[config.mk]
export PLATFORM = sky130hd
export DESIGN_NAME = ght_queue
export DESIGN_NICKNAME = d
export VERILOG_FILES = /design/src/rtl/ght_pkg.sv /design/src/rtl/ght_queue.sv
export VERILOG_INCLUDE_DIRS = /design/src /design/src/rtl
export SDC_FILE = /design/constraint.sdc
export NUM_CORES = 1
export LEC_CHECK = 0
export ABC_AREA = 1
export BUFFER_PORTS_ARGS = -buffer_cell sky130_fd_sc_hd__buf_2
export CAP_MARGIN = 30
export CORE_MARGIN = 4
export CORE_UTILIZATION = 35
export CTS_BUF_LIST = sky130_fd_sc_hd__clkbuf_8 sky130_fd_sc_hd__clkbuf_16
export DETAILED_ROUTE_END_ITERATION = 10
export SYNTH_ARGS = -nofsm -noshare
export SYNTH_HDL_FRONTEND = slang
export SYNTH_SLANG_ARGS = --single-unit
[constraint.sdc]
create_clock -name clk -period 4.7 [get_ports clk]
set_input_delay 0.94 -clock clk [delete_from_list [all_inputs] [get_ports clk]]
set_output_delay 0.94 -clock clk [all_outputs]
set_load 0.01 [all_outputs]
[src/rtl/assert_macros.svh]
// ---------------------------------------------------------------------------
// Assertion macros shared by the handle table RTL
// ---------------------------------------------------------------------------
`ifndef ASSERT_MACROS_SVH
`define ASSERT_MACROS_SVH

// Check that a property holds at every clock edge outside reset
`define GHT_ASSERT(label, clk, rst_n, prop, msg) \
    label: assert property (@(posedge clk) disable iff (!rst_n) (prop)) else $error(msg);

// Check that a condition never occurs outside reset
`define GHT_ASSERT_NEVER(label, clk, rst_n, cond, msg) \
    label: assert property (@(posedge clk) disable iff (!rst_n) !(cond)) else $error(msg);

`endif

[src/rtl/ght_pkg.sv]
`timescale 1ns / 1ps
// ---------------------------------------------------------------------------
// ght_pkg
// Types, codes and sizes shared by the generational handle table blocks.
// ---------------------------------------------------------------------------
package ght_pkg;

    localparam int SLOTS     = 256;
    localparam int SLOT_W    = $clog2(SLOTS);
    localparam int REF_W     = 32;
    localparam int CAP_W     = 9;
    localparam int IDX_W     = 16;
    localparam int GEN_W     = 16;
    localparam int VAL_W     = 9;
    localparam int TYP_W     = 6;
    localparam int FUNC_W    = 3;
    localparam int STAT_W    = 2;

    // free-slot search: groups of sixteen slots
    localparam int GRP_SIZE  = 16;
    localparam int GRP_W     = $clog2(GRP_SIZE);
    localparam int NGRP      = SLOTS / GRP_SIZE;
    localparam int GSEL_W    = $clog2(NGRP);

    // decoupling queue
    localparam int Q_DEPTH   = 2;
    localparam int Q_PTR_W   = $clog2(Q_DEPTH);
    localparam int Q_CNT_W   = $clog2(Q_DEPTH + 1);

    localparam logic [IDX_W-1:0] BAD_INDEX = 16'hFFFF;

    // request functions
    localparam logic [FUNC_W-1:0] FN_PUT     = 3'd0;
    localparam logic [FUNC_W-1:0] FN_RELEASE = 3'd1;
    localparam logic [FUNC_W-1:0] FN_GET     = 3'd2;
    localparam logic [FUNC_W-1:0] FN_SET     = 3'd3;
    localparam logic [FUNC_W-1:0] FN_READ    = 3'd4;

    // result status
    localparam logic [STAT_W-1:0] ST_DONE    = 2'd0;
    localparam logic [STAT_W-1:0] ST_FULL    = 2'd1;
    localparam logic [STAT_W-1:0] ST_REJECT  = 2'd2;

    typedef struct packed {
        logic [FUNC_W-1:0] func;
        logic [IDX_W-1:0]  req_index;
        logic [VAL_W-1:0]  req_validation;
        logic [TYP_W-1:0]  req_type;
        logic [REF_W-1:0]  req_ref;
        logic [GEN_W-1:0]  new_generation;
        logic              new_active;
    } req_t;

    typedef struct packed {
        logic [STAT_W-1:0] status;
        logic [IDX_W-1:0]  handle_index;
        logic [VAL_W-1:0]  handle_validation;
        logic [TYP_W-1:0]  handle_type;
        logic              handle_active;
        logic [REF_W-1:0]  found_ref;
        logic [GEN_W-1:0]  slot_generation;
        logic              slot_active;
    } rsp_t;

    // classified request as held in the queue
    typedef struct packed {
        logic [FUNC_W-1:0] func;
        logic              in_range;
        logic [SLOT_W-1:0] slot;
        logic [VAL_W-1:0]  val;
        logic [TYP_W-1:0]  typ;
        logic [REF_W-1:0]  rref;
        logic [GEN_W-1:0]  ngen;
        logic              nact;
    } qent_t;

    // queue handshake between front and back
    typedef struct packed {
        logic  valid;
        qent_t ent;
    } qpush_t;

    typedef struct packed {
        logic  valid;
        logic  full;
        qent_t head;
    } qstat_t;

endpackage

[src/rtl/ght_queue.sv]
`timescale 1ns / 1ps
// ---------------------------------------------------------------------------
// ght_queue
// Short FIFO of classified requests between the front and the back.
// ---------------------------------------------------------------------------
`include "assert_macros.svh"

module ght_queue
(
    input  logic            clk,
    input  logic            rst_n,
    input  ght_pkg::qpush_t push,
    input  logic            pop,
    output ght_pkg::qstat_t stat
);
    import ght_pkg::*;

    qent_t              ent_reg [Q_DEPTH];
    logic [Q_PTR_W-1:0] wr_ptr_reg;
    logic [Q_PTR_W-1:0] wr_ptr_next;
    logic [Q_PTR_W-1:0] rd_ptr_reg;
    logic [Q_PTR_W-1:0] rd_ptr_next;
    logic [Q_CNT_W-1:0] cnt_reg;
    logic [Q_CNT_W-1:0] cnt_next;
    logic               do_push;
    logic               do_pop;

    assign do_push = push.valid && (cnt_reg != Q_CNT_W'(Q_DEPTH));
    assign do_pop  = pop && (cnt_reg != '0);

    // advance pointers and count
    always_comb
    begin
        wr_ptr_next = wr_ptr_reg;
        rd_ptr_next = rd_ptr_reg;
        cnt_next    = cnt_reg;
        if (do_push)
        begin
            wr_ptr_next = (wr_ptr_reg == Q_PTR_W'(Q_DEPTH - 1)) ? '0 : wr_ptr_reg + 1'b1;
        end
        if (do_pop)
        begin
            rd_ptr_next = (rd_ptr_reg == Q_PTR_W'(Q_DEPTH - 1)) ? '0 : rd_ptr_reg + 1'b1;
        end
        if (do_push && !do_pop)
        begin
            cnt_next = cnt_reg + 1'b1;
        end
        else if (do_pop && !do_push)
        begin
            cnt_next = cnt_reg - 1'b1;
        end
    end

    always_ff @(posedge clk or negedge rst_n)
    begin
        if (!rst_n)
        begin
            wr_ptr_reg <= '0;
            rd_ptr_reg <= '0;
            cnt_reg    <= '0;
        end
        else
        begin
            wr_ptr_reg <= wr_ptr_next;
            rd_ptr_reg <= rd_ptr_next;
            cnt_reg    <= cnt_next;
        end
    end

    // store the beat
    always_ff @(posedge clk)
    begin
        if (do_push)
        begin
            ent_reg[wr_ptr_reg] <= push.ent;
        end
    end

    assign stat.valid = (cnt_reg != '0);
    assign stat.full  = (cnt_reg == Q_CNT_W'(Q_DEPTH));
    assign stat.head  = ent_reg[rd_ptr_reg];

    `GHT_ASSERT_NEVER(a_q_overfill, clk, rst_n, cnt_reg > Q_CNT_W'(Q_DEPTH), "queue count beyond depth")

endmodule

==> flow_summary.json, run 1 <==
{
  "critical-path-max-stage-delay_ns": 0.68,
  "die-area_um2": 18610,
  "vias_per_cell": 4.310,
  "fin_crit_ns": 3.032,
  "hold_path_class": "in2async",
  "crit_family": "buffers and inverters",
  "ys_seq_area_share_pct": 80.82,
  "rsz0062_at_grt": "false",
  "required_ns": 3.76,
  "fmax_mhz": 329.9,
  "ios": 158,
  "yosysWarnings": 0,
  "hold_buffers": 0,
  "crit_buf_inv": 2,
  "drtIter0Drc": 204,
  "grt_pass1_vias": 3656,
  "largest_reg_flops": 152,
  "clockBufferDepth": 2,
  "path_class": "reg2out",
  "nFillCells": 1492,
  "overflow": 0,
  "outcome": "completed",
  "cts_tree": "done",
  "first_pass_iters": 4,
  "ir_drop_v": 0.0003490,
  "initial_utilization_pct": 36.07,
  "io_buffers": 157,
  "insertedDiodeCount": 0,
  "grt_start_max_net_pins": 78,
  "gp_congestion": 0.6975,
  "finalCoreUtilization_pct": 45.91,
  "synthesis.nets": 510,
  "cp-start-kind": "register",
  "cp_cell_sequence": "inv_4 -> nand2_1 -> nand2_1 -> buf_2",
  "vias": 3543,
  "path_clk_slew_ns": 0.06,
  "maxSlewHeadroom_pct": 44.85,
  "layout.nets": 674,
  "rows": 46,
  "cp_data_arrival_time_ns": 2.09,
  "postLayoutCellArea_um2": 7346,
  "place_hpwl_mm": 7.627,
  "cts.sinks": 156,
  "path_common_cell": "nand2_1",
  "track_usage_pct": 13.22,
  "synthCells": 429,
  "final_cell_mix": "nand2_1 (239), buf_2 (157), edfxtp_1 (152)",
  "ys_types": 14,
  "skew_ns": 0.01111,
  "core_area_um2": 16000,
  "antenna_found_initial": 0,
  "routed_wl_mm": 11.85,
  "maxSlewViolCount": 0,
  "cts_max_level": 4,
  "die_h_um": 136.4,
  "final-setup-viol-count": 0,
  "drv_cap": 0,
  "power-per-cell-area_nw_per_um2": 643.6,
  "drc": 0,
  "setup_tns_ns": 0,
  "clk_latency_ns": 0.42,
  "cts_setup_buffers": 0,
  "wl_per_cell_um": 14.42,
  "crit_path_end_kind": "output port",
  "syn_area_per_cell_um2": 13.45,
  "die_w_um": 136.4,
  "tightest_slew_ns": 0.8272,
  "syn2layout_area_growth_pct": 27.27,
  "ctsRootBufferMaster": "clkbuf_16",
  "cts_buffers": 17,
  "fin_crit_sh_pct": 64.50,
  "crit_slowest_cell": "inv_4",
  "hold_viol": 0,
  "layout-drive-gt1-share_pct": 31.52,
  "final_common_cell": "nand2_1",
  "dpl_cell_area_um2": 6764,
  "p_leak_uw": 0.003168,
  "grt_pass1_wl_mm": 18.69,
  "cts_resized": 0,
  "cp_max_fo": 77,
  "netlist_area_um2": 5772,
  "antenna_left": 0,
  "synth-seq-cells": 156
}
-- layer usage --
metal  global-route usage (%)  part of all wire (%)  up-vias
met4                    4.031                  0.96        0
met3                    5.181                   6.8       11
met1                    16.01                    44     1653
li1                         -                     -     1767
met2                    21.88                    48      112
met5                        0                     0        -
-- metrics by stage --
| stage | setup WS, ns | total power, uW | cells | hold slack [ns] |
|---|---|---|---|---|
| 2_1_floorplan | 1.236 | 2896 | 429 | 0.4417 |
| 3_3_place_gp | 1.724 | 3428 | 789 | 0.4535 |
| 3_5_place_dp | 1.971 | 3462 | 790 | 0.4606 |
| 4_1_cts | 1.581 | 4817 | 822 | 0.3060 |
| 5_1_grt | 1.427 | 5040 | 822 | 0.3079 |
| 6_report | 1.668 | 4728 | 822 | 0.3221 |
-- cells in the mapped netlist --
cell type | instances | area, um2
nand2_1 | 239 | 897.1
buf_4 | 3 | 22.52
buf_6 | 5 | 56.30
edfxtp_1 | 152 | 4564
nand4_1 | 1 | 6.260
xnor2_1 | 1 | 8.760
ha_1 | 1 | 12.51
nor2_1 | 3 | 11.26
o21ai_0 | 1 | 5.000
dfrtp_1 | 4 | 100.1
inv_1 | 7 | 26.28
nand3_1 | 2 | 10.01
inv_4 | 1 | 6.260
buf_2 | 9 | 45.04
-- layout make-up --
class                   count  area, um2  area share (%)
clock buffers              17      425.4           5.791
well taps                 216      270.3           3.679
multi-input cells         248      958.4           13.05
inverters                   8      33.78          0.4599
repair buffers            162      835.8           11.38
clock inverters            15      156.4           2.129
flip-flops and latches    156       4666           63.52
-- where the power goes --
part,internal (uW),switching (uW)
registers,1900,105
logic,456,930
clock network,824,516
total,3180,1550
-- path summary, 6_finish.rpt --
kind                            startpoint  cells past startpoint  slack [ns]              to
min in group clk                cnt_reg[1]                      2        0.47      cnt_reg[1]
worst max register to register  cnt_reg[1]                      7        2.53  ent_reg[0][65]
worst max-delay path            rd_ptr_reg                      4        1.67        stat[50]
max in group asynchronous            rst_n                      1        4.23      rd_ptr_reg
worst min register to register  cnt_reg[1]                      2        0.47      cnt_reg[1]
worst min-delay path                 rst_n                      1        0.32      wr_ptr_reg
-- logic make-up (layout without fill, tap and decap cells) --
logic type,Yosys count,after routing,share of synthesized area [%]
simple gates,245,245,16.02
flops,156,156,80.82
buf+inv,25,202,2.710
fa+ha+maj,1,1,0.2167
compound gates,1,1,0.08663
xor+xnor,1,1,0.1518
No activity file was read; power rests on OpenSTA's default activity.
==> inputs of run 2 (changes only) <==
==> constraint.sdc (replaced) <==
create_clock -name clk -period 2.61 [get_ports clk]
set_input_delay 0.522 -clock clk [delete_from_list [all_inputs] [get_ports clk]]
set_output_delay 0.522 -clock clk [all_outputs]
set_load 0.01 [all_outputs]
==> flow_summary.json, run 2 (synthesis gave the netlist of run 1 again) <==
{
  "antenna_found_initial": 1,
  "first_pass_iters": 6,
  "die-area_um2": 18610,
  "p_int_uw": 5713,
  "combPwrFrac_pct": 30.1,
  "p_seq_share_pct": 42.0,
  "die_w_um": 136.4,
  "vias_per_cell": 4.428,
  "final_cells": 822,
  "power-per-cell-area_nw_per_um2": 1153,
  "routed_wl_mm": 12.13,
  "initial_utilization_pct": 36.07,
  "cp_max_fo": 77,
  "outcome": "completed",
  "rsz0062_at_grt": "false",
  "overflow": 0,
  "cp-start-kind": "register",
  "layout.nets": 675,
  "drtIter0Drc": 137,
  "fmax_mhz": 418.0,
  "die_h_um": 136.4,
  "p_switching_uw": 2754,
  "tightest_slew_ns": 0.8601,
  "antenna_left": 0,
  "maxSlewViolCount": 0,
  "p_sw_share_pct": 32.52,
  "wl_per_cell_um": 14.75,
  "gp_congestion": 0.7095,
  "hold_path_class": "in2reg",
  "cts_setup_buffers": 0,
  "cp_data_arrival_time_ns": 1.87,
  "grt_pass1_wl_mm": 18.95,
  "clkPwrFrac_pct": 27.8,
  "ctsRootBufferMaster": "clkbuf_16",
  "syn2layout_area_growth_pct": 27.21,
  "cts.sinks": 156,
  "rows": 46,
  "clk_latency_ns": 0.41,
  "insertedDiodeCount": 0,
  "final_cell_mix": "nand2_1 (239), buf_2 (157), edfxtp_1 (152)",
  "ir_drop_v": 0.0005771,
  "place_hpwl_mm": 7.821,
  "track_usage_pct": 13.48,
  "grt_pass1_vias": 3786,
  "finalCoreUtilization_pct": 45.89,
  "fin_crit_sh_pct": 91.67,
  "crit_path_end_kind": "output port",
  "fin_crit_ns": 2.392,
  "io_buffers": 157,
  "drc": 0,
  "path_class": "reg2out",
  "maxSlewHeadroom_pct": 42.66,
  "clockBufferDepth": 2,
  "hold_viol": 0,
  "final-setup-viol-count": 0,
  "grt_start_max_net_pins": 78,
  "required_ns": 2.09,
  "dpl.cell_count": 790,
  "skew_ns": 0.004639,
  "vias": 3640,
  "cts_resized": 0,
  "cts_max_level": 4,
  "ios": 158,
  "postLayoutCellArea_um2": 7342,
  "dpl_cell_area_um2": 6766,
  "cts_buffers": 17,
  "drv_cap": 0,
  "core_area_um2": 16000,
  "setup_tns_ns": 0,
  "layout-drive-gt1-share_pct": 31.35,
  "largest_reg_flops": 152,
  "p_leak_uw": 0.003180,
  "path_clk_slew_ns": 0.06,
  "power.total_uw": 8467,
  "cts_tree": "done",
  "final_common_cell": "nand2_1"
}
-- run 2: path summary, 6_finish.rpt --
path	from	end	slack [ns]	cells past startpoint
worst max-delay path	rd_ptr_reg	stat[71]	0.22	4
worst min-delay path	push[52]	ent_reg[1][52]	0.30	1
worst max register to register	cnt_reg[1]	ent_reg[0][20]	0.76	6
worst min register to register	wr_ptr_reg	wr_ptr_reg	0.49	2
max in group asynchronous	rst_n	rd_ptr_reg	1.97	2
min in group asynchronous	rst_n	cnt_reg[1]	0.50	2
-- run 2: layer usage --
layer | GRT usage (%) | wire length [um] | up-vias
met5 | 0 | 18 | -
met4 | 5.879 | 206 | 2
met3 | 4.441 | 891 | 22
met2 | 23.23 | 6211 | 123
met1 | 15.28 | 4798 | 1722
li1 | - | - | 1771
-- run 2: per-stage QoR --
| step | worst slack (ns) | hold WS (ns) |
|---|---|---|
| 6_report | 0.2175 | 0.2960 |
| 5_1_grt | 0.04050 | 0.2757 |
| 4_1_cts | 0.1680 | 0.2699 |
| 3_5_place_dp | 0.6449 | 0.3386 |
| 3_3_place_gp | 0.6601 | 0.3324 |
| 2_1_floorplan | 0.2821 | 0.2264 |
-- run 2: what timing repair did --
item	4_1_cts	5_1_grt
endpoints found under the setup margin	0	0
hold buffers	1	0
endpoints found under the hold margin	4	0
-- run 2: layout make-up --
cell class	count	area (um2)
fill	1511	8658
sequential	156	4666
tap	216	270.3
timing repair buffer	163	845.8
multi-input combinational	248	958.4
inverter	8	36.28
clock buffer	17	425.4
clock inverter	14	140.1
-- run 2: power by group through the flow --
| stage | Clock, uW | Combinational, uW | Sequential [uW] |
|---|---|---|---|
| global route | 2540 | 2900 | 3600 |
| finish | 2350 | 2550 | 3560 |
| CTS | 2420 | 2630 | 3570 |
| floorplan | 0 | 1630 | 3580 |
| global placement | 0 | 2570 | 3590 |
| detailed placement | 0 | 2610 | 3610 |
-- run 2: worst max-delay path: stages (launching register included) --
cell	delay, ns
dfrtp_2	0.38
buf_4	0.67
nand2_1	0.12
nand2_1	0.11
buf_2	0.13
