**config.mk**
```make
export PLATFORM = sky130hd
export DESIGN_NAME = ght_front
export DESIGN_NICKNAME = d
export VERILOG_FILES = /design/src/rtl/assert_macros.svh /design/src/rtl/ght_pkg.sv /design/src/rtl/ght_front.sv
export SDC_FILE = /design/constraint.sdc
export NUM_CORES = 1
export LEC_CHECK = 0
export BUFFER_PORTS_ARGS = -buffer_cell sky130_fd_sc_hd__buf_4
export CAP_MARGIN = 20
export CORE_AREA = 2 2 71 73
export DETAILED_ROUTE_END_ITERATION = 10
export DIE_AREA = 0 0 73 75
export HOLD_SLACK_MARGIN = 0.1
export PLACE_DENSITY = 0.77
export SETUP_SLACK_MARGIN = 0.4
export SYNTH_ARGS = -nofsm -noshare
export SYNTH_HDL_FRONTEND = slang
export SYNTH_SLANG_ARGS = --single-unit
```
**constraint.sdc**
```tcl
create_clock -name clk -period 3.9 [get_ports clk]
set_input_delay 0.195 -clock clk [delete_from_list [all_inputs] [get_ports clk]]
set_output_delay 0.195 -clock clk [all_outputs]
set_load 0.005 [all_outputs]
```
**src/rtl/assert_macros.svh**
```systemverilog
// ---------------------------------------------------------------------------
// Assertion macros shared by the handle table RTL
// ---------------------------------------------------------------------------
`ifndef ASSERT_MACROS_SVH
`define ASSERT_MACROS_SVH

// Check that a property holds at every clock edge outside reset
`define GHT_ASSERT(label, clk, rst_n, prop, msg) \
    label: assert property (@(posedge clk) disable iff (!rst_n) (prop)) else $error(msg);

// Check that a condition never occurs outside reset
`define GHT_ASSERT_NEVER(label, clk, rst_n, cond, msg) \
    label: assert property (@(posedge clk) disable iff (!rst_n) !(cond)) else $error(msg);

`endif

```
**src/rtl/ght_pkg.sv**
```systemverilog
`timescale 1ns / 1ps
// ---------------------------------------------------------------------------
// ght_pkg
// Types, codes and sizes shared by the generational handle table blocks.
// ---------------------------------------------------------------------------
package ght_pkg;

    localparam int SLOTS     = 256;
    localparam int SLOT_W    = $clog2(SLOTS);
    localparam int REF_W     = 32;
    localparam int CAP_W     = 9;
    localparam int IDX_W     = 16;
    localparam int GEN_W     = 16;
    localparam int VAL_W     = 9;
    localparam int TYP_W     = 6;
    localparam int FUNC_W    = 3;
    localparam int STAT_W    = 2;

    // free-slot search: groups of sixteen slots
    localparam int GRP_SIZE  = 16;
    localparam int GRP_W     = $clog2(GRP_SIZE);
    localparam int NGRP      = SLOTS / GRP_SIZE;
    localparam int GSEL_W    = $clog2(NGRP);

    // decoupling queue
    localparam int Q_DEPTH   = 2;
    localparam int Q_PTR_W   = $clog2(Q_DEPTH);
    localparam int Q_CNT_W   = $clog2(Q_DEPTH + 1);

    localparam logic [IDX_W-1:0] BAD_INDEX = 16'hFFFF;

    // request functions
    localparam logic [FUNC_W-1:0] FN_PUT     = 3'd0;
    localparam logic [FUNC_W-1:0] FN_RELEASE = 3'd1;
    localparam logic [FUNC_W-1:0] FN_GET     = 3'd2;
    localparam logic [FUNC_W-1:0] FN_SET     = 3'd3;
    localparam logic [FUNC_W-1:0] FN_READ    = 3'd4;

    // result status
    localparam logic [STAT_W-1:0] ST_DONE    = 2'd0;
    localparam logic [STAT_W-1:0] ST_FULL    = 2'd1;
    localparam logic [STAT_W-1:0] ST_REJECT  = 2'd2;

    typedef struct packed {
        logic [FUNC_W-1:0] func;
        logic [IDX_W-1:0]  req_index;
        logic [VAL_W-1:0]  req_validation;
        logic [TYP_W-1:0]  req_type;
        logic [REF_W-1:0]  req_ref;
        logic [GEN_W-1:0]  new_generation;
        logic              new_active;
    } req_t;

    typedef struct packed {
        logic [STAT_W-1:0] status;
        logic [IDX_W-1:0]  handle_index;
        logic [VAL_W-1:0]  handle_validation;
        logic [TYP_W-1:0]  handle_type;
        logic              handle_active;
        logic [REF_W-1:0]  found_ref;
        logic [GEN_W-1:0]  slot_generation;
        logic              slot_active;
    } rsp_t;

    // classified request as held in the queue
    typedef struct packed {
        logic [FUNC_W-1:0] func;
        logic              in_range;
        logic [SLOT_W-1:0] slot;
        logic [VAL_W-1:0]  val;
        logic [TYP_W-1:0]  typ;
        logic [REF_W-1:0]  rref;
        logic [GEN_W-1:0]  ngen;
        logic              nact;
    } qent_t;

    // queue handshake between front and back
    typedef struct packed {
        logic  valid;
        qent_t ent;
    } qpush_t;

    typedef struct packed {
        logic  valid;
        logic  full;
        qent_t head;
    } qstat_t;

endpackage

```
**src/rtl/ght_front.sv**
```systemverilog
`timescale 1ns / 1ps
// ---------------------------------------------------------------------------
// ght_front
// Holds the capacity register, accepts request beats and classifies them
// (function, index range check) before they enter the queue.
// ---------------------------------------------------------------------------
module ght_front
(
    input  logic                      clk,
    input  logic                      rst_n,
    input  logic                      req_valid,
    output logic                      req_stall,
    input  ght_pkg::req_t             req,
    input  logic                      cap_we,
    input  logic [ght_pkg::CAP_W-1:0] cap_wdata,
    input  logic                      q_full,
    output ght_pkg::qpush_t           push,
    output logic [ght_pkg::CAP_W-1:0] cap_eff
);
    import ght_pkg::*;

    logic [CAP_W-1:0] cap_reg;
    logic [CAP_W-1:0] cap_next;

    // capacity register
    always_comb
    begin
        cap_next = cap_reg;
        if (cap_we)
        begin
            cap_next = cap_wdata;
        end
    end

    always_ff @(posedge clk or negedge rst_n)
    begin
        if (!rst_n)
        begin
            cap_reg <= CAP_W'(SLOTS);
        end
        else
        begin
            cap_reg <= cap_next;
        end
    end

    // clamp capacity to the slot count
    assign cap_eff = (cap_reg > CAP_W'(SLOTS)) ? CAP_W'(SLOTS) : cap_reg;

    // stall while the queue is full
    assign req_stall = q_full;

    // classify the beat
    always_comb
    begin
        push.valid        = req_valid & ~q_full;
        push.ent.func     = req.func;
        push.ent.in_range = (req.req_index != BAD_INDEX)
                            && (req.req_index < IDX_W'(cap_eff));
        push.ent.slot     = req.req_index[SLOT_W-1:0];
        push.ent.val      = req.req_validation;
        push.ent.typ      = req.req_type;
        push.ent.rref     = req.req_ref;
        push.ent.ngen     = req.new_generation;
        push.ent.nact     = req.new_active;
    end

endmodule

```
==> flow_summary_export.csv, run 1 <==
group,metric,value,unit
status,status,"finished clean",
logic_synthesis,yosysWarnings,0,
die,die_height,75,um
worst_setup_path,criticalPathCategory,"reg -> out",
routing,viasPerCell,4.28,
logic_synthesis,ys.flop_type,"dfrtp_1",
grt,antenna_found_initial,0,
clock_tree,htree_num_levels,1,
cells_and_area,largest_reg_flops,9,
sta,worst_slew_pin_slew,252,ps
die,die_w,73,um
logic_synthesis,async_flop_share,100,%
power_and_ir_drop,switching_share,25.2,%
sta,maxSlewViolCount,0,
power_and_ir_drop,power.density,289,mW/mm^2
power_and_ir_drop,ir_drop,0.000191,V
sta,fin_crit,2440,ps
sta,finalSetupTns,0,ps
clock_tree,cts.sinks,9,
cells_and_area,drive_gt1_share,56.3,%
die,row_count,25,
worst_setup_path,cp-end-kind,"output pin",
logic_synthesis,synth_nets,241,
die,dieArea,0.00548,sq mm
sta,hold_viol_final,0,
grt,grt.met1_usage,6.02,%
place,pre_cts_ws,1690,ps
clock_tree,clock_latency,230,ps
grt,globalRouteTotalUtil,7.87,%
worst_setup_path,path_buf_inv,2,
place,gp_congestion,0.699,
cells_and_area,antenna_cells,0,
worst_setup_path,worstSetupStartpointType,"register",
logic_synthesis,yosys_register_bits,9,
clock_tree,cts_buffer_depth,2,
logic_synthesis,synth_seq_area_share,19.4,%
worst_setup_path,cp_top_family,"flip-flops",
logic_synthesis,synth_cell_type_count,21,
sta,fin_skew,0,ps
worst_setup_path,crit_arrival,2250,ps
clock_tree,ctsRootBufferMaster,"clkbuf_8",
logic_synthesis,synth_edf_count,0,
sta,fin_crit_sh,62.6,%
worst_setup_path,cp_cell_sequence,"clkinv_1 > nand2_1 > ha_1 > a211oi_1 > nor2_1 > or3_1 > o22ai_1 > buf_4",
power_and_ir_drop,p_sw,78.4,uW
grt,grt_pass1_vias,688,
worst_setup_path,slowest_stage,"dfstp_2",
worst_setup_path,cp_num_cells,8,
place,io_buffers,49,
place,place_area,0.00102,sq mm
power_and_ir_drop,power_frac_comb,31.1,%
routing,dr.pass1.iters,2,
worst_setup_path,critPathRequiredTime,3700,ps
cells_and_area,final_common_cell,"buf_4",
cells_and_area,final_area,0.00108,sq mm
logic_synthesis,synth_cells,136,
grt,gr-usage-met3,4.02,%
clock_tree,cts_tree,"yes",
sta,rsz0062_at_grt,"no",
routing,drtIter0Drc,8,
clock_tree,post_cts_buffers,0,
sta,whs,177,ps
die,core,0.00466,sq mm
cells_and_area,area_growth,-7.62,%
place,post-dp-hpwl,2170,um
routing,wl_per_cell,14.5,um
logic_synthesis,avgSynthCellArea,8.57,sq um
grt,busiest_layer,"met2",
worst_setup_path,critical-path-max-stage-delay,530,ps
cells_and_area,layout_common_cells,"buf_4 (49), nand2_1 (9), mux2_2 (8), ha_1 (8), dfrtp_1 (8)",
power_and_ir_drop,power.leakage,0.558,nW
sta,finalSetupViolCount,0,
routing,drt_wl_total,2410,um
sta,finalWorstSetupSlack,1460,ps
cells_and_area,fin_nets,218,
clock_tree,cts-buffers-inserted,3,
grt,grt_max_degree,11,
routing,via_count,710,
worst_setup_path,crit_fanout,9,
sta,fmax,409,MHz
grt,met2_usage,13.6,%
sta,slew_headroom,83.1,%
die,start_util,25.0,%
die,io_pins,184,
routing,drc_errors,0,
clock_tree,clkSlewWorstSetupHoldPaths,40,ps
power_and_ir_drop,p_seq_share,34.8,%
job,drv_cap,0,
power_and_ir_drop,p_clk_share,34.1,%
routing,final_antenna_net_count,0,
min_path,hold_class,"in -> reg",
power_and_ir_drop,internal-power,233,uW
worst_setup_path,reg2regPathDepth,2,
logic_synthesis,synth.cell_area,0.00117,sq mm
min_path,hold_path_depth,3,
grt,grt_overflow,0,
cells_and_area,final_core_util,23.1,%
grt,grt_first_pass_wirelength,3180,um
power by group through the flow:
stage               logic (mW)  registers [mW]  clock network, mW
detailed placement      0.0987           0.110                  0
global route             0.109           0.109              0.113
CTS                     0.0995           0.108              0.110
global placement        0.0975           0.110                  0
floorplan                0.104           0.108                  0
finish                  0.0967           0.108              0.106
worst register-to-register path, stage by stage (launching register included):
cell	delay [ps]
dfstp_2	530
clkinv_1	220
o21ai_0	240
Yosys cell counts (2+ instances only):
cell type / count / area [sq um]
mux2_2: 8 / 90.1
ha_1: 8 / 100
nor4_2: 2 / 25.0
o21ai_0: 2 / 10.0
nor2_1: 2 / 7.51
a21oi_1: 2 / 10.0
buf_4: 76 / 571
dfrtp_1: 8 / 200
nor2b_1: 2 / 12.5
nand2_1: 9 / 33.8
inv_1: 7 / 26.3
layer usage:
layer | part of all wire [%] | routed length, um
met1 | 26 | 629
met2 | 55 | 1330
met3 | 15 | 364
met4 | 3.8 | 91
met5 | 0 | 0
cell families after synthesis:
group,Yosys count,synth area share (%)
multiplexers,8,7.73
AO/OA/AOI/OAI,8,4.19
AND/OR/NAND/NOR,17,7.83
buffers and inverters,86,52.3
flip-flops,9,19.4
adder cells (fa/ha/maj),8,8.58
layout make-up:
cell class / instances / area [sq um]
clock buffers: 4 / 45.0
multi-input cells: 41 / 330
well taps: 54 / 67.6
repair buffers: 50 / 378
flip-flops and latches: 9 / 226
fillers: 503 / 3580
inverters: 8 / 30.0
final timing paths:
path                              start    endpoint  slack [ps]
max in group asynchronous         rst_n  cap_reg[8]        3370
hold / removal             cap_wdata[8]  cap_reg[8]         180
setup reg to reg             cap_reg[8]  cap_reg[8]        2830
hold reg to reg              cap_reg[0]  cap_reg[0]         490
min in group asynchronous         rst_n  cap_reg[7]         320
setup / recovery             cap_reg[8]    push[72]        1460
repair_timing:
item,in CTS,in global routing
hold buffers,1,0
gates resized for setup,0,0
endpoints found under the hold margin,9,0
per-stage QoR:
| step | std cells | total power, mW |
|---|---|---|
| finish | 166 | 0.311 |
| global route | 166 | 0.332 |
| CTS | 166 | 0.318 |
| detailed placement | 161 | 0.208 |
| global placement | 161 | 0.207 |
| floorplan | 136 | 0.212 |
Power figures use the tool's default switching activity.
==> run 2, diff against run 1 <==
CORE_AREA = 2 2 70 72   (was 2 2 71 73)
DIE_AREA = 0 0 72 74   (was 0 0 73 75)
PLACE_DENSITY = 0.81   (was 0.77)
clock period = 2.2 ns   (was 3.9 ns; I/O delays follow)
==> run 2 against run 1 <==
Effect of this change:
- clock-buffer cell count unchanged
- hold slack worse by 68 ps
- clock skew unchanged
- sequential power up 81%
- cell count up 2.4%
- sequential cell count stayed put
- design area rose by 5.6%
- sequential share of layout area fell by 1.1 points
- non-clock buffer count is 4 higher
- clock power up 78%
- critical path depth unchanged
- critical path type unchanged
- highest routed layer unchanged
==> flow_summary_export.csv, run 2 (same netlist as run 1, synthesis figures left out) <==
group,metric,value,unit
sta,finalSetupTns,0,ps
sta,rsz0062_at_grt,"yes",
worst_setup_path,critical-path-max-stage-delay,560,ps
power_and_ir_drop,power.density,505,mW/mm^2
worst_setup_path,reg2regPathDepth,2,
job,drv_cap,0,
min_path,hold_class,"in -> reg",
sta,fin_crit_sh,94.1,%
routing,dr.pass1.iters,4,
sta,fin_crit,2070,ps
worst_setup_path,criticalPathCategory,"reg -> out",
clock_tree,cts_buffer_depth,2,
sta,hold_viol_final,0,
die,dieArea,0.00533,sq mm
place,io_buffers,49,
status,status,"finished clean",
grt,grt_pass1_vias,749,
clock_tree,clock_latency,230,ps
die,die_height,74,um
place,place_area,0.00102,sq mm
grt,grt_first_pass_wirelength,4580,um
clock_tree,cts_tree,"yes",
cells_and_area,layout_common_cells,"buf_4 (53), nand2_1 (8), mux2_2 (8), dfrtp_1 (8)",
place,gp_congestion,0.622,
clock_tree,ctsRootBufferMaster,"clkbuf_8",
worst_setup_path,cp_cell_sequence,"clkinv_4 > nand2_1 > ha_1 > o21ai_1 > nor2_1 > or3_1 > o22ai_1 > buf_4",
cells_and_area,final_area,0.00114,sq mm
routing,final_antenna_net_count,0,
clock_tree,cts.sinks,9,
die,row_count,25,
sta,finalSetupViolCount,0,
power_and_ir_drop,switching_share,26.2,%
cells_and_area,area_growth,-2.47,%
place,post-dp-hpwl,3110,um
worst_setup_path,r2r_start,"cap_reg[8]",
worst_setup_path,path_buf_inv,2,
routing,drc_errors,0,
sta,worst_slew_pin_slew,233,ps
routing,drt_wl_total,3410,um
die,io_pins,184,
power_and_ir_drop,ir_drop,0.000344,V
die,core,0.00460,sq mm
worst_setup_path,startpoint,"cap_reg[8]",
worst_setup_path,crit_fanout,7,
routing,wl_per_cell,20.1,um
routing,drtIter0Drc,14,
sta,fmax,483,MHz
routing,viasPerCell,4.24,
die,die_w,72,um
cells_and_area,multiInputGateArea,355,sq um
routing,via_count,721,
worst_setup_path,cp_num_cells,8,
worst_setup_path,worstSetupStartpointType,"register",
grt,grt_overflow,0,
power_and_ir_drop,internal-power,424,uW
sta,fin_skew,0,ps
worst_setup_path,critPathRequiredTime,2090,ps
worst_setup_path,cp_top_family,"flip-flops",
grt,grt_max_degree,11,
worst_setup_path,crit_arrival,1960,ps
worst_setup_path,slowest_stage,"dfstp_2",
grt,globalRouteTotalUtil,12.0,%
sta,slew_headroom,84.3,%
power_and_ir_drop,p_clk_share,32.9,%
cells_and_area,fillCellCount,495,
power_and_ir_drop,p_seq_share,33.9,%
cells_and_area,fin_nets,222,
clock_tree,clkSlewWorstSetupHoldPaths,40,ps
clock_tree,cts-buffers-inserted,3,
grt,antenna_found_initial,0,
power_and_ir_drop,p_sw,151,uW
power_and_ir_drop,power_frac_comb,33.2,%
worst_setup_path,r2r_end,"cap_reg[8]",
cells_and_area,largest_reg_flops,9,
cells_and_area,drive_gt1_share,61.2,%
clock_tree,htree_num_levels,1,
die,start_util,25.4,%
sta,maxSlewViolCount,0,
cells_and_area,regArea,226,sq um
worst_setup_path,r2r_setup_slack,1270,ps
worst_setup_path,cp-end-kind,"output pin",
cells_and_area,antenna_cells,0,
power_and_ir_drop,power.leakage,0.584,nW
cells_and_area,final_common_cell,"buf_4",
worst_setup_path,endpoint,"push[72]",
==> run 2: routing by layer <==
metal | global-route usage (%) | vias to the layer above | wire length, um
met1 | 8.11 | 308 | 736
li1 | - | 320 | -
met2 | 23.1 | 78 | 1900
met4 | 5.45 | 0 | 99
met5 | 0 | - | 0
met3 | 9.89 | 15 | 675
==> run 2: power by group through the flow <==
stage / Clock [mW] / Combinational (mW) / Sequential (mW)
2_1_floorplan: 0 / 0.184 / 0.193
3_3_place_gp: 0 / 0.175 / 0.195
3_5_place_dp: 0 / 0.178 / 0.196
4_1_cts: 0.196 / 0.196 / 0.195
5_1_grt: 0.208 / 0.215 / 0.196
6_report: 0.189 / 0.191 / 0.195
==> run 2: worst reg2reg max path, stage by stage (launching register included) <==
cell	delay, ps
dfstp_2	560
clkinv_4	90
o21ai_0	200
==> run 2: through the flow <==
step | util, % | worst slack (ps) | instances | hold WS [ps] | total power, mW
2_1_floorplan | - | 442 | 136 | -186 | 0.377
3_3_place_gp | 22.3 | 263 | 161 | -64.4 | 0.370
3_5_place_dp | 22.3 | 187 | 161 | -61.8 | 0.374
4_1_cts | 24.7 | 117 | 170 | 104 | 0.586
5_1_grt | 24.7 | 44.1 | 170 | 109 | 0.618
6_report | 24.7 | 129 | 170 | 108 | 0.574
==> run 2: how the worst min path moves through the flow <==
stage	depth (start not counted)	slack, ps	from	end
2_1_floorplan	0	-190	rst_n	cap_reg[0]
3_3_place_gp	1	-60	rst_n	cap_reg[1]
3_5_place_dp	1	-60	rst_n	cap_reg[2]
4_1_cts	2	100	cap_wdata[6]	cap_reg[6]
5_1_grt	2	110	cap_wdata[1]	cap_reg[1]
6_report	2	110	cap_wdata[6]	cap_reg[6]
==> run 2: timing repair <==
action,4_1_cts,5_1_grt
buffers inserted,4,0
pin swaps,3,0
gates resized for setup,6,0
hold endpoints to repair,9,0
hold buffers,1,0
endpoints found under the setup margin,1,1
==> run 2: layout make-up <==
cell class / instances / area share (%)
clock buffer: 4 / 3.96
tap: 54 / 5.94
inverter: 8 / 3.08
timing repair buffer: 54 / 35.9
multi-input combinational: 41 / 31.2
sequential: 9 / 19.9
==> run 3, diff against run 2 <==
CTS_CLUSTER_DIAMETER = 40   (was default)
CTS_CLUSTER_SIZE = 28   (was default)
GPL_TIMING_DRIVEN = 0   (was default)
==> run 3 against run 2 <==
Effect of this change:
- clock-buffer cell count did not move
- sequential share of layout area fell by 9.8 points
- worst setup slack improved by 8.1 ps
- clock skew did not move
- highest routed layer unchanged
- utilization rose by 24 points
- register-to-register slack got worse by 110 ps
- maximum frequency rose by 0.39%
- design area rose by 97%
- sequential cell count did not move
- clock power barely moved
- largest power group is now combinational logic
==> flow_summary_export.csv, run 3 (same netlist as run 1, synthesis figures left out) <==
group,metric,value,unit
sta,finalSetupTns,0,ps
die,row_count,25,
sta,maxSlewViolCount,0,
job,drv_cap,0,
worst_setup_path,worstSetupStartpointType,"register",
sta,fin_crit_sh,93.8,%
sta,fmax,485,MHz
cells_and_area,antenna_cells,0,
clock_tree,cts_tree,"yes",
cells_and_area,regArea,226,sq um
grt,grt_max_degree,11,
grt,globalRouteTotalUtil,14.3,%
routing,wl_per_cell,13.5,um
clock_tree,ctsRootBufferMaster,"clkbuf_8",
routing,drc_errors,0,
worst_setup_path,startpoint,"cap_reg[8]",
worst_setup_path,critPathRequiredTime,2090,ps
sta,finalSetupViolCount,0,
routing,viasPerCell,3.96,
die,die_w,72,um
power_and_ir_drop,power.density,353,mW/mm^2
die,start_util,25.4,%
worst_setup_path,crit_arrival,1950,ps
place,io_buffers,115,
grt,grt_first_pass_wirelength,5940,um
clock_tree,cts_buffer_depth,2,
routing,drt_wl_total,4250,um
status,status,"finished clean",
clock_tree,clock_latency,230,ps
worst_setup_path,r2r_setup_slack,1160,ps
die,io_pins,184,
sta,slew_headroom,85.5,%
grt,grt_pass1_vias,1254,
min_path,hold_path_depth,3,
min_path,whs_endpoint,"cap_reg[8]",
cells_and_area,multiInputGateArea,374,sq um
power_and_ir_drop,ir_drop,0.000430,V
sta,worst_slew_pin_slew,215,ps
cells_and_area,layout_common_cells,"buf_4 (196), mux2_2 (8), dfrtp_1 (8)",
worst_setup_path,reg2regPathDepth,3,
die,dieArea,0.00533,sq mm
sta,fin_crit,2060,ps
power_and_ir_drop,power.leakage,1.28,nW
routing,dr.pass1.iters,3,
sta,rsz0062_at_grt,"yes",
cells_and_area,fin_nets,367,
worst_setup_path,crit_fanout,5,
min_path,hold_class,"in -> reg",
cells_and_area,largest_reg_flops,9,
routing,via_count,1248,
routing,drtIter0Drc,17,
die,core,0.00460,sq mm
cells_and_area,final_core_util,48.7,%
clock_tree,clkSlewWorstSetupHoldPaths,40,ps
worst_setup_path,r2r_end,"cap_reg[8]",
cells_and_area,fillCellCount,438,
cells_and_area,area_growth,92.0,%
clock_tree,cts-buffers-inserted,3,
place,gp_congestion,0.773,
grt,grt_overflow,0,
clock_tree,cts.sinks,9,
min_path,hold_start,"cap_wdata[8]",
routing,final_antenna_net_count,0,
sta,hold_viol_final,0,
place,post-dp-hpwl,3800,um
worst_setup_path,r2r_start,"cap_reg[8]",
sta,fin_skew,0,ps
cells_and_area,drive_gt1_share,83.9,%
grt,antenna_found_initial,0,
clock_tree,htree_num_levels,1,
worst_setup_path,cp-end-kind,"output pin",
die,die_height,74,um
cells_and_area,final_common_cell,"buf_4",
worst_setup_path,criticalPathCategory,"reg -> out",
-- run 3: per-layer routing --
metal	share of wire, %	global-route usage (%)	vias up
met4	1.7	5.03	0
met3	9.0	2.44	6
met1	30	13.7	565
met5	0	0	-
met2	60	30.3	71
li1	-	-	606
-- run 3: worst max path at each step --
stage          endpoint  slack (ps)  depth (start not counted)
5_1_grt        push[72]          30                          8
6_report       push[72]         140                          8
3_3_place_gp   push[72]         150                          8
2_1_floorplan  push[72]         440                          7
4_1_cts        push[72]         140                          9
3_5_place_dp   push[72]         150                          8
-- run 3: per-stage QoR --
step	hold slack (ps)	total power [mW]	instance area [sq um]	cells	setup WS (ps)
CTS	114	0.796	2240	315	136
global route	114	0.843	2240	315	33.1
floorplan	-186	0.377	1170	136	442
detailed placement	-59.6	0.584	2100	305	147
finish	109	0.791	2240	315	137
global placement	-63.3	0.574	2100	305	151
-- run 3: power by group --
group,internal (mW),switching (mW)
registers,0.184,0.00996
clock network,0.126,0.0611
logic,0.275,0.134
-- run 3: critical path: stages (launching register included) --
cell and delay, ps:
dfstp_2 550, clkinv_4 80, nand2_2 90, ha_4 210
a211oi_2 190, nor2_1 60, or3_1 310, o22ai_2 100
buf_4 140
-- run 3: timing repair --
action | CTS | global route
resized for setup | 8 | 1
endpoints found under the hold margin | 9 | 0
pin swaps | 3 | 1
buffers inserted | 5 | 0
hold buffers | 1 | 0
endpoints found under the setup margin | 1 | 1
-- run 3: area by class of cell --
type	count	area share [%]
well taps	54	3.02
clock buffers	4	2.01
plain buffers	78	25.9
repair buffers	121	40.7
flip-flops and latches	9	10.1
inverters	8	1.57
multi-input cells	41	16.7
